[src/sv/mlpe_pkg.sv]
package mlpe_pkg;

   localparam int NUM_IN    = 8;   // input values carried by every word
   localparam int IN_W      = 16;  // Q1.15 input
   localparam int COEF_W    = 18;  // Q3.15 coefficient
   localparam int PROD_W    = 17;  // subset product, -1.0 .. +1.0 inclusive
   localparam int M1_W      = PROD_W + IN_W;
   localparam int M2_W      = COEF_W + PROD_W;
   localparam int FRAC_BITS = 15;
   localparam int TERM_W    = M2_W - FRAC_BITS;
   localparam int ACC_W     = 27;  // 256 terms of at most 2^17 each, plus margin
   localparam int SUM_W     = 26;
   localparam int SEL_W     = 3;   // picks one of NUM_IN inputs
   localparam int CFG_W     = 4;
   localparam int CIDX_W    = 8;   // width of the coeff_index field

   localparam logic MODE_LOAD = 1'b0;
   localparam logic MODE_EVAL = 1'b1;

   // 1.0 in Q1.15, already shifted up by FRAC_BITS, for the empty subset
   localparam logic signed [M1_W-1:0] M1_UNITY = 33'sh0_4000_0000;
   localparam logic signed [PROD_W-1:0] PROD_ONE = 17'sh0_8000;

   localparam logic signed [ACC_W-1:0] SUM_MAX = 27'sd33554431;
   localparam logic signed [ACC_W-1:0] SUM_MIN = -27'sd33554432;

   typedef logic signed [IN_W-1:0] in_val_type;

   typedef struct packed {
      logic issue;  // index on the bus is valid this cycle
      logic last;   // final index of the evaluation
   } issue_ctl_type;

   typedef enum logic [3:0] {
      ST_IDLE  = 4'b0001,
      ST_ISSUE = 4'b0010,
      ST_DRAIN = 4'b0100,
      ST_OUT   = 4'b1000
   } state_type;

endpackage

[src/sv/mlpe_coef_store.sv]
module mlpe_coef_store import mlpe_pkg::*; #(
   parameter int IDX_W = 8
) (
   input  logic                     clock,
   input  logic                     wr_en,
   input  logic [IDX_W-1:0]         wr_addr,
   input  logic signed [COEF_W-1:0] wr_data,
   input  logic                     rd_en,
   input  logic [IDX_W-1:0]         rd_addr,
   output logic signed [COEF_W-1:0] rd_data
);

   localparam int DEPTH = 1 << IDX_W;

   logic signed [COEF_W-1:0] mem [DEPTH];
   logic signed [COEF_W-1:0] rd_data_ff;

   always_ff @(posedge clock) begin
      if (wr_en) begin
         mem[wr_addr] <= wr_data;
      end
      if (rd_en) begin
         rd_data_ff <= mem[rd_addr];
      end
   end

   assign rd_data = rd_data_ff;

endmodule

[config.mk]
export PLATFORM = sky130hd
export DESIGN_NAME = mlpe_coef_store
export DESIGN_NICKNAME = d
export VERILOG_FILES = /design/src/sv/mlpe_pkg.sv /design/src/sv/mlpe_coef_store.sv
export SDC_FILE = /design/constraint.sdc
export NUM_CORES = 2
export LEC_CHECK = 0
export ABC_AREA = 0
export BUFFER_PORTS_ARGS = -buffer_cell sky130_fd_sc_hd__buf_4
export CORE_MARGIN = 5
export CORE_UTILIZATION = 55
export DETAILED_ROUTE_END_ITERATION = 8
export GPL_ROUTABILITY_DRIVEN = 1
export HOLD_SLACK_MARGIN = 0.08
export MAX_ROUTING_LAYER = met4
export PLACE_DENSITY = 0.73
export SLEW_MARGIN = 10
export SYNTH_ARGS = -nofsm -noshare
export SYNTH_HDL_FRONTEND = slang
export SYNTH_MEMORY_MAX_BITS = 65536
export SYNTH_SLANG_ARGS = --single-unit
[constraint.sdc]
create_clock -name clock -period 2.9 [get_ports clock]
set_input_delay 0.87 -clock clock [delete_from_list [all_inputs] [get_ports clock]]
set_output_delay 0.87 -clock clock [all_outputs]
set_load 0.05 [all_outputs]
==> results.md <==
* Commonest cells in the netlist: edfxtp_1 (4626), mux4_2 (864), mux2i_1 (792)
* Initial antenna violation count at 28
* TritonRoute pass-1 iters at 6
* Final hold violations at 0
* DIE HEIGHT at 580 um
* Mean Syn Cell Area at 21.5 um^2
* Syn Std Cell Area at 0.178 mm^2
* Compound-Gate Fraction of Synth Area at 0.0340
* DRT antenna net count at 0
* Grt ovf at 0
* Top FF cell, synth: edfxtp_1
* Worst min-delay path category: in -> reg
* Vias/cell at 6.64
* Hold EP: mem[140][7]
* # placed instances at 13400
* Largest family of logic cells by synthesized area: multiplexers
* Initial Utilization at 0.552
* Worst-path cell chain: buf_16 -> buf_12 -> buf_12 -> buf_12 -> buf_4 -> mux2i_1 -> o221ai_1 -> buf_4 -> o22ai_1 -> buf_4 -> a22oi_1 -> nand4_1 -> nor4_2
* Post-DP Area at 0.196 mm^2
* Sequential cell area fraction in the yosys report at 0.779
* Slew HR at 0.133
* Post-synth EDFFs at 4626
* CTS tree: built
* Tcrit/Tclk final at 1.02
* CTS Hold Bufs at 0
* Clock skew at 0.0849 ns
* Status: finished, violations left
* GPL Wtd Cong at 0.955
* #FFs+latches synth at 4626
* Final instance area at 0.210 mm^2
* Synth Area in Adders at 0
* Port-buffer cells at 54
* Final setup slack of the worst path at -0.0707 ns
* WP data required at 3.67 ns
* Crit path max-delay family: buffers and inverters
* Fillers at 20100
* WL final at 495 mm
* Vias at 94400
* MaxCap Viol Count at 0
* Kind of critical path: in -> reg
* Top cell type's share of synthesized area at 0.779
* Core area at 0.323 mm^2
* Non-filler cells, final at 14200
* HP Start: wr_data[7]
* Layout cells sized above 1 at 0.304
* FF-to-FF Start: mem[187][7]
* VDD IR max at 519 uV
* Unique cell type count in the Yosys netlist at 40
* DRC Markers at 0
* Buf/Inv on CP at 7
* FF-to-FF path depth at 5
* Minimum clock period at 2.97 ns
* Total clock sinks at 4626
* Leakage power at 68.5 nW
* Cell with the most instances after synthesis: edfxtp_1
* Largest net degree at the start of global routing at 120
* Type of destination of the critical path: flip-flop
* Syn. warnings at 0
* Synth Area in Simple Gates at 0.0166
* Final nets at 9570
* Syn Nets at 8318
* FMAX at 337 MHz
* CTS Root Cell: clkbuf_16
* CTS max path bufs at 4
* Worst R2R End: rd_data[7]
* Worst-Margin Slew at 1.30 ns
* Failing checks: setup timing
* All-Layer GR Usage at 0.302
* Starting DRT DRC Count at 15500
* Gate Count Post-Synth at 8281
* Worst setup SP type: input pin
* R2R setup slack at 0.16 ns
* Synth-to-Final Area Change at 18.0%
* Crit-path slowest cell: nand4_1
* Overall power at 0.138 W
* Vias in the first global route at 94200
* H-tree depth at 5
* Die X at 580 um
* Critical path arrival at 3.74 ns
* Final setup fails at 2
* Die area at 0.336 mm^2
* Worst-path clk slew at 0.06 ns
* Ports at 55
* Slew Viols, Final at 0
* Hold depth at 1
* Wirelength per Cell at 34.8 um
* Worst skew pair latency at 1.00 ns
* Standard-cell rows at 209
* Total CTS buffers at 440
* First-pass GRT wire length at 699 mm
* Synth Area in XOR/XNOR at 0
* Async SR Flop Fraction at 0
* Critical Path Max Stage Delay at 0.53 ns
* Proportion of synthesized area in mux cells at 0.154
* Worst-path maximum fanout at 12
* Post-synth top area cell: edfxtp_1
* Synth top area cells: edfxtp_1 (78%), mux4_2 (11%), mux2i_1 (4.4%), o221ai_1 (1.6%), o22ai_1 (0.83%)
* Final HPWL DP at 301 mm
* Total power divided by cell area at 654 mW/mm^2
kinds of logic after synthesis:
logic type	count (synthesis)
buffers and inverters	500
multiplexers	1656
AO/OA/AOI/OAI	862
flip-flops	4626
AND/OR/NAND/NOR	637
layer usage:
layer | GRT usage | vias up | routed length [um]
li1 | - | 37700 | -
met1 | 0.408 | 48800 | 173000
met2 | 0.451 | 6822 | 231000
met3 | 0.0655 | 1118 | 63400
met4 | 0.132 | 0 | 27500
met5 | - | - | 0
cell usage in the layout, fill, tap and decap left out, types with 21 or more instances in the layout:
cell type      n
edfxtp_1    4626
a21oi_1      188
clkinvlp_4    21
mux4_2       864
nand4_1       27
a22oi_1       47
o22ai_1      237
nor2_2       173
clkinv_2      67
clkbuf_1     104
buf_4        868
clkbuf_16    446
bufinv_16     30
mux2i_1      790
clkinv_1      97
nor2_1       116
nor3_1       145
buf_12       399
o221ai_1     312
nand2_1       81
layout make-up:
class,instances,area (um^2),area share
diodes,15,37.5,0.000178
clock inverters,245,2300,0.0109
well taps,4325,5410,0.0257
flip-flops and latches,4626,139000,0.660
repair buffers,1306,15200,0.0721
multi-input cells,3155,37100,0.176
clock buffers,547,11500,0.0545
inverters,4,27.5,0.000131
report_power, final:
group | internal, W | switching (W) | total [W] | leakage [nW]
Sequential | 0.0737 | 0.000134 | 0.0739 | 41.6
Clock | 0.0308 | 0.0247 | 0.0554 | 6.66
Combinational | 0.00330 | 0.00512 | 0.00842 | 20.2
per-stage QoR:
stage	hold slack (ns)	setup WS, ns	util	setup TNS, ns
3_5_place_dp	1.13	-1.45	0.606	-20.37
3_3_place_gp	1.11	-1.99	0.606	-20.31
5_1_grt	0.199	-0.00510	0.651	-0.00570
2_1_floorplan	0.963	-0.222	-	-501.03
6_report	0.243	-0.0707	0.651	-0.109
4_1_cts	0.166	0.00594	0.649	0
registers in the layout (all words and copies together) (netlist names):
signal   cells
rd_data     18
mem       4608
how the worst max path moves through the flow:
| stage | from | end | slack, ns | cells past startpoint |
|---|---|---|---|---|
| 2_1_floorplan | wr_addr[3] | mem[235][0] | -0.22 | 6 |
| 3_3_place_gp | rd_addr[0] | rd_data[7] | -1.99 | 8 |
| 3_5_place_dp | rd_addr[0] | rd_data[16] | -1.45 | 9 |
| 4_1_cts | rd_addr[0] | rd_data[14] | 0.006 | 10 |
| 5_1_grt | rd_addr[0] | rd_data[7] | -0.005 | 10 |
| 6_report | rd_addr[0] | rd_data[16] | -0.07 | 13 |
what timing repair did:
action	CTS	global route
buffers inserted	0	12
pin swaps	1	5
gates cloned	0	3
resized for setup	19	41
endpoints found under the setup margin	7	14
endpoints found under the hold margin	0	0
Power figures use the tool's default switching activity.
