## src/sv/mlpe_pkg.sv

```systemverilog
package mlpe_pkg;

   localparam int NUM_IN    = 8;   // input values carried by every word
   localparam int IN_W      = 16;  // Q1.15 input
   localparam int COEF_W    = 18;  // Q3.15 coefficient
   localparam int PROD_W    = 17;  // subset product, -1.0 .. +1.0 inclusive
   localparam int M1_W      = PROD_W + IN_W;
   localparam int M2_W      = COEF_W + PROD_W;
   localparam int FRAC_BITS = 15;
   localparam int TERM_W    = M2_W - FRAC_BITS;
   localparam int ACC_W     = 27;  // 256 terms of at most 2^17 each, plus margin
   localparam int SUM_W     = 26;
   localparam int SEL_W     = 3;   // picks one of NUM_IN inputs
   localparam int CFG_W     = 4;
   localparam int CIDX_W    = 8;   // width of the coeff_index field

   localparam logic MODE_LOAD = 1'b0;
   localparam logic MODE_EVAL = 1'b1;

   // 1.0 in Q1.15, already shifted up by FRAC_BITS, for the empty subset
   localparam logic signed [M1_W-1:0] M1_UNITY = 33'sh0_4000_0000;
   localparam logic signed [PROD_W-1:0] PROD_ONE = 17'sh0_8000;

   localparam logic signed [ACC_W-1:0] SUM_MAX = 27'sd33554431;
   localparam logic signed [ACC_W-1:0] SUM_MIN = -27'sd33554432;

   typedef logic signed [IN_W-1:0] in_val_type;

   typedef struct packed {
      logic issue;  // index on the bus is valid this cycle
      logic last;   // final index of the evaluation
   } issue_ctl_type;

   typedef enum logic [3:0] {
      ST_IDLE  = 4'b0001,
      ST_ISSUE = 4'b0010,
      ST_DRAIN = 4'b0100,
      ST_OUT   = 4'b1000
   } state_type;

endpackage

```

## src/sv/mlpe_term_pipe.sv

```systemverilog
module mlpe_term_pipe import mlpe_pkg::*; #(
   parameter int IDX_W = 8
) (
   input  logic                     clock,
   input  logic                     reset,
   input  issue_ctl_type            ctl,
   input  logic [IDX_W-1:0]         idx,
   input  in_val_type               x [NUM_IN],
   input  logic signed [COEF_W-1:0] coef_rd,
   output logic                     done,
   output logic signed [SUM_W-1:0]  poly_sum
);

   localparam int DEPTH = 1 << IDX_W;

   // subset products, entry i = product over the set bits of i
   logic signed [PROD_W-1:0] prod_mem [DEPTH];

   // issue decode: top set bit selects the input, the rest is the parent subset
   logic [SEL_W-1:0] msb_pos;
   logic [IDX_W-1:0] msb_mask;
   logic [IDX_W-1:0] parent;

   always_comb begin
      msb_pos  = '0;
      msb_mask = '0;
      for (int b = 0; b < IDX_W; b++) begin
         if (idx[b]) begin
            msb_pos  = SEL_W'(b);
            msb_mask = IDX_W'(1) << b;
         end
      end
      parent = idx & ~msb_mask;
   end

   // stage A: memory read in flight
   logic                     a_valid_ff, a_valid_in;
   logic                     a_last_ff;
   logic                     a_first_ff;
   logic                     a_pzero_ff;
   logic [IDX_W-1:0]         a_parent_ff;
   logic [IDX_W-1:0]         a_idx_ff;
   logic signed [IN_W-1:0]   a_x_ff;
   logic signed [PROD_W-1:0] a_prod_rd_ff;

   // stage B: parent times input
   logic                     b_valid_ff;
   logic                     b_last_ff;
   logic                     b_first_ff;
   logic [IDX_W-1:0]         b_idx_ff;
   logic signed [M1_W-1:0]   b_m1_ff, b_m1_in;
   logic signed [COEF_W-1:0] b_coef_ff;
   logic signed [PROD_W-1:0] b_parent_prod;

   // stage C: coefficient times subset product
   logic                     c_valid_ff;
   logic                     c_last_ff;
   logic                     c_first_ff;
   logic signed [M2_W-1:0]   c_m2_ff, c_m2_in;
   logic signed [PROD_W-1:0] c_prod;

   // write-through copy for a read that lands on the edge of its own write
   logic                     fwd_valid_ff;
   logic [IDX_W-1:0]         fwd_idx_ff;
   logic signed [PROD_W-1:0] fwd_val_ff;

   // stage D: accumulate
   logic                     done_ff;
   logic signed [ACC_W-1:0]  acc_ff, acc_in;
   logic signed [TERM_W-1:0] term;

   assign a_valid_in = ctl.issue;

   always_comb begin
      if (a_pzero_ff) begin
         b_parent_prod = PROD_ONE;
      end else if (fwd_valid_ff && (fwd_idx_ff == a_parent_ff)) begin
         b_parent_prod = fwd_val_ff;
      end else begin
         b_parent_prod = a_prod_rd_ff;
      end
      if (a_first_ff) begin
         b_m1_in = M1_UNITY;
      end else begin
         b_m1_in = M1_W'(b_parent_prod) * M1_W'(a_x_ff);
      end
   end

   assign c_prod  = b_m1_ff[FRAC_BITS +: PROD_W];
   assign c_m2_in = M2_W'(b_coef_ff) * M2_W'(c_prod);

   assign term = c_m2_ff[M2_W-1:FRAC_BITS];

   always_comb begin
      if (c_first_ff) begin
         acc_in = ACC_W'(term);
      end else begin
         acc_in = acc_ff + ACC_W'(term);
      end
   end

   always_ff @(posedge clock) begin
      if (reset) begin
         a_valid_ff   <= 1'b0;
         b_valid_ff   <= 1'b0;
         c_valid_ff   <= 1'b0;
         fwd_valid_ff <= 1'b0;
         done_ff      <= 1'b0;
      end else begin
         a_valid_ff   <= a_valid_in;
         b_valid_ff   <= a_valid_ff;
         c_valid_ff   <= b_valid_ff;
         fwd_valid_ff <= b_valid_ff;
         done_ff      <= c_valid_ff && c_last_ff;
      end
   end

   always_ff @(posedge clock) begin
      if (ctl.issue) begin
         a_prod_rd_ff <= prod_mem[parent];
      end
      if (b_valid_ff) begin
         prod_mem[b_idx_ff] <= c_prod;
      end
      a_last_ff   <= ctl.last;
      a_first_ff  <= (idx == '0);
      a_pzero_ff  <= (parent == '0);
      a_parent_ff <= parent;
      a_idx_ff    <= idx;
      a_x_ff      <= x[msb_pos];

      b_last_ff   <= a_last_ff;
      b_first_ff  <= a_first_ff;
      b_idx_ff    <= a_idx_ff;
      b_m1_ff     <= b_m1_in;
      b_coef_ff   <= coef_rd;

      c_last_ff   <= b_last_ff;
      c_first_ff  <= b_first_ff;
      c_m2_ff     <= c_m2_in;

      fwd_idx_ff  <= b_idx_ff;
      fwd_val_ff  <= c_prod;

      if (c_valid_ff) begin
         acc_ff <= acc_in;
      end
   end

   always_comb begin
      if (acc_ff > SUM_MAX) begin
         poly_sum = SUM_MAX[SUM_W-1:0];
      end else if (acc_ff < SUM_MIN) begin
         poly_sum = SUM_MIN[SUM_W-1:0];
      end else begin
         poly_sum = acc_ff[SUM_W-1:0];
      end
   end

   assign done = done_ff;

endmodule

```

## config.mk

```make
export PLATFORM = sky130hd
export DESIGN_NAME = mlpe_term_pipe
export DESIGN_NICKNAME = d
export VERILOG_FILES = /design/src/sv/mlpe_pkg.sv /design/src/sv/mlpe_term_pipe.sv
export SDC_FILE = /design/constraint.sdc
export NUM_CORES = 2
export LEC_CHECK = 0
export BUFFER_PORTS_ARGS = -buffer_cell sky130_fd_sc_hd__buf_4
export CAP_MARGIN = 20
export CORE_MARGIN = 10
export CORE_UTILIZATION = 60
export CTS_CLUSTER_DIAMETER = 150
export DETAILED_ROUTE_END_ITERATION = 16
export PLACE_DENSITY = 0.77
export RECOVER_POWER = 25
export SYNTH_ARGS = -nofsm -noshare
export SYNTH_HDL_FRONTEND = slang
export SYNTH_MEMORY_MAX_BITS = 65536
export SYNTH_SLANG_ARGS = --single-unit
```

## constraint.sdc

```tcl
create_clock -name clock -period 13 [get_ports clock]
set_clock_uncertainty 0.2 [all_clocks]
set_input_delay 1.3 -clock clock [delete_from_list [all_inputs] [get_ports clock]]
set_output_delay 1.3 -clock clock [all_outputs]
set_load 0.05 [all_outputs]
```

==> results.cfg <==
[detailed_routing]
vias_per_cell = 6.59
drt_wl_total_mm = 318
postRouteAntennaNets = 0
vias = 75006
drt_iter0_drc = 11610
wire_per_inst_um = 27.9
firstDrtPassIters = 7
drc = 0

[floorplanning]
die_y_um = 453
fp-row-count = 158
coreArea_um2 = 186000
die_x_um = 453
io_pins = 185
die_area_um2 = 205000
start_util_pct = 60.5

[clock_tree]
clock_latency_ps = 890
cts_resized = 0
cts_buffer_depth = 3
cts_tree = yes
hold_buffers = 0
clock_sinks = 2350
cts_buffers = 220
cts_root_buf = clkbuf_16
cts_setup_buffers = 0
cts_htree_levels = 4
cts.clk_slew.worst_paths_ps = 60

[global_routing]
antenna_found_initial = 8
grt_start_max_net_pins = 164
grt_pass1_vias = 74648
grt_usage_pct = 30.3
grt_first_pass_wirelength_mm = 471
gr-total-overflow = 0

[synth]
synth.top_cell.area_share_pct = 59.2
ys_seq_area_share_pct = 61.5
syn_avg_cell_area_um2 = 13.1
synthArstFlopShare_pct = 0
yosysTopAreaCell = edfxtp_1
yosys-top-cells-area = edfxtp_1 (59%), fa_1 (10%), nand2_1 (4.8%)
postSynthCellCount = 8622
synthesis.area_um2 = 113000
synth_nets = 9548
yosysWarnings = 0
yosysUniqueCellTypes = 82
ys.flop_type = edfxtp_1
synth-edff-count = 2220
ys_ff_latch = 2350

[placed_design]
portBuffers = 184
place_ws_ps = 4670
hpwl_mm = 188
gp_congestion = 0.932

[setup_path]
cp-endpoint = c_m2_ff[34]$_DFF_P_
path_delay_family = adder cells
timing_worst_setup_path_type = flip-flop to flip-flop
worstPathCellList = clkbuf_1 -> nand2b_1 -> fa_1 -> fa_1 -> fa_1 -> fa_1 -> fa_1 -> fa_1 -> inv_1 -> ha_1 -> or3_1 -> o21ai_0 -> a21oi_1 -> a21oi_1 -> xnor2_1
cp-end-kind = flip-flop
max_stage_delay_ps = 3220
r2r_cells = 15
crit_path_top_delay_cell = clkbuf_1
crit_cells = 15
critPathLaunchType = flip-flop
crit_start = b_m1_ff[31]$_SDFF_PP0_
r2r-end = c_m2_ff[34]$_DFF_P_
crit_path_max_fanout = 87
critPathBufInv = 2
cp_common_cell = fa_1
crit_required_ps = 13600
cp.arrival_ps = 10740
rrSetupSlack_ps = 2860
r2r_start = b_m1_ff[31]$_SDFF_PP0_

[min_path]
hp-class = flip-flop to flip-flop
hold_depth = 0

[timing]
period_needed_ps = 10140
worst_slack_ps = 2860
tns_ps = 0
fmax_ghz = 0.0986
hold_slack_ps = 128
tightest_slew_ps = 4430
setup_viol_count_final = 0
final-max-slew-violation-count = 1686
timing.final.crit_share_pct = 78.0
slew_headroom_pct = -195
hold_violations = 0
grt_setup_unrepaired = no

[cells_and_area]
nets = 9628
final_util_pct = 66.5
n_fill_cell = 12572
area_delta_synth_final_pct = 9.82
drive_above_1_share_pct = 9.26

[outcome]
status = finished, violations left
violations = capacitance limit, slew limit

[job]
maxCapViolCount = 28
[cell usage after synthesis (10+ instances only)]
master    count
o21ai_1      10
o221ai_1    531
maj3_1       25
a21o_1       28
nor2b_1      11
o21a_1       13
o22ai_1      34
a21oi_1     287
o21ai_0     129
clkbuf_1    270
xor2_1       37
edfxtp_1   2220
buf_6        22
dfxtp_1     130
and3_1       35
ha_1        188
nand2_1    1426
fa_1        580
and2_1      244
nand2b_1     24
o31ai_1      10
a311oi_1    104
buf_1        46
inv_1       613
mux2i_1      56
a31oi_1      34
nand4_1      30
or3_1        10
buf_2       185
nor2_1      208
nand3_1     729
mux4_2       34
o311ai_0     18
nor3_1       99
buf_4        51
xnor2_1      44
[routing by layer]
metal	GRT usage, %	share of wire (%)	vias up
li1	-	-	31505
met1	39.4	35	37210
met2	47.2	46	5380
met3	7.60	13	903
met4	16.1	6.1	8
met5	0.233	0.037	-
[worst min path at each step]
stage,slack (ps),end,from
finish,130,b_idx_ff[3]$_DFF_P_,a_idx_ff[3]$_DFF_P_
global route,140,b_idx_ff[3]$_DFF_P_,a_idx_ff[3]$_DFF_P_
CTS,120,b_idx_ff[3]$_DFF_P_,a_idx_ff[3]$_DFF_P_
detailed placement,110,c_last_ff$_DFF_P_,b_last_ff$_DFF_P_
global placement,110,b_idx_ff[0]$_DFF_P_,a_idx_ff[0]$_DFF_P_
floorplan,110,b_idx_ff[0]$_DFF_P_,a_idx_ff[0]$_DFF_P_
[per-stage QoR]
step           cells  instance area, um2
2_1_floorplan   8622              113000
3_3_place_gp   10940              116000
3_5_place_dp   10945              117000
4_1_cts        11360              124000
5_1_grt        11376              124000
6_report       11377              124000
[state kept, by name, summed over array words and instances, names as in the netlist, 7 cells and up]
name          cells
a_idx_ff          8
a_parent_ff       7
a_prod_rd_ff     17
a_x_ff           16
acc_ff           27
b_coef_ff        18
b_idx_ff          8
b_m1_ff          17
c_m2_ff          20
fwd_idx_ff        8
fwd_val_ff       17
prod_mem       2176
[cells by family (layout without fill, tap and decap cells)]
kind of cell             count (synthesis)  after routing  share of synthesized area (%)
adder cells (fa/ha/maj)                793            793                           12.6
AO/OA/AOI/OAI                         1268           1268                           8.24
other                                    0              2                              0
XOR/XNOR                                81             81                          0.630
flip-flops                            2350           2350                           61.5
multiplexers                            95             95                           1.23
buffers and inverters                 1194           1467                           4.50
AND/OR/NAND/NOR                       2841           2841                           11.3
[area by class of cell]
cell class	instances	area [um2]	share of cell area (%)
clock buffers	274	5860	4.73
inverters	620	2360	1.91
multi-input cells	5078	38500	31.1
repair buffers	432	3390	2.74
clock inverters	141	1230	0.998
flip-flops and latches	2350	69300	56.0
well taps	2480	3100	2.51
diodes	2	5.00	0.00405
[cells in the final DEF, fill, tap and decap left out, drive strengths merged, types with 11 or more instances in the layout]
cell	instances
a21o	28
a21oi	287
a311oi	104
a31oi	34
and2	244
and3	35
buf	377
bufinv	16
clkbuf	328
clkinv	115
dfxtp	130
edfxtp	2220
fa	580
ha	188
inv	623
maj3	25
mux2i	57
mux4	34
nand2	1427
nand2b	24
nand3	729
nand4	30
nor2	208
nor2b	11
nor3	99
o21a	13
o21ai	140
o221ai	532
o22ai	34
o311ai	27
xnor2	44
xor2	37
Power is not shown: default switching activity piles up to over one toggle a cycle in this logic, so the estimate is an artifact.
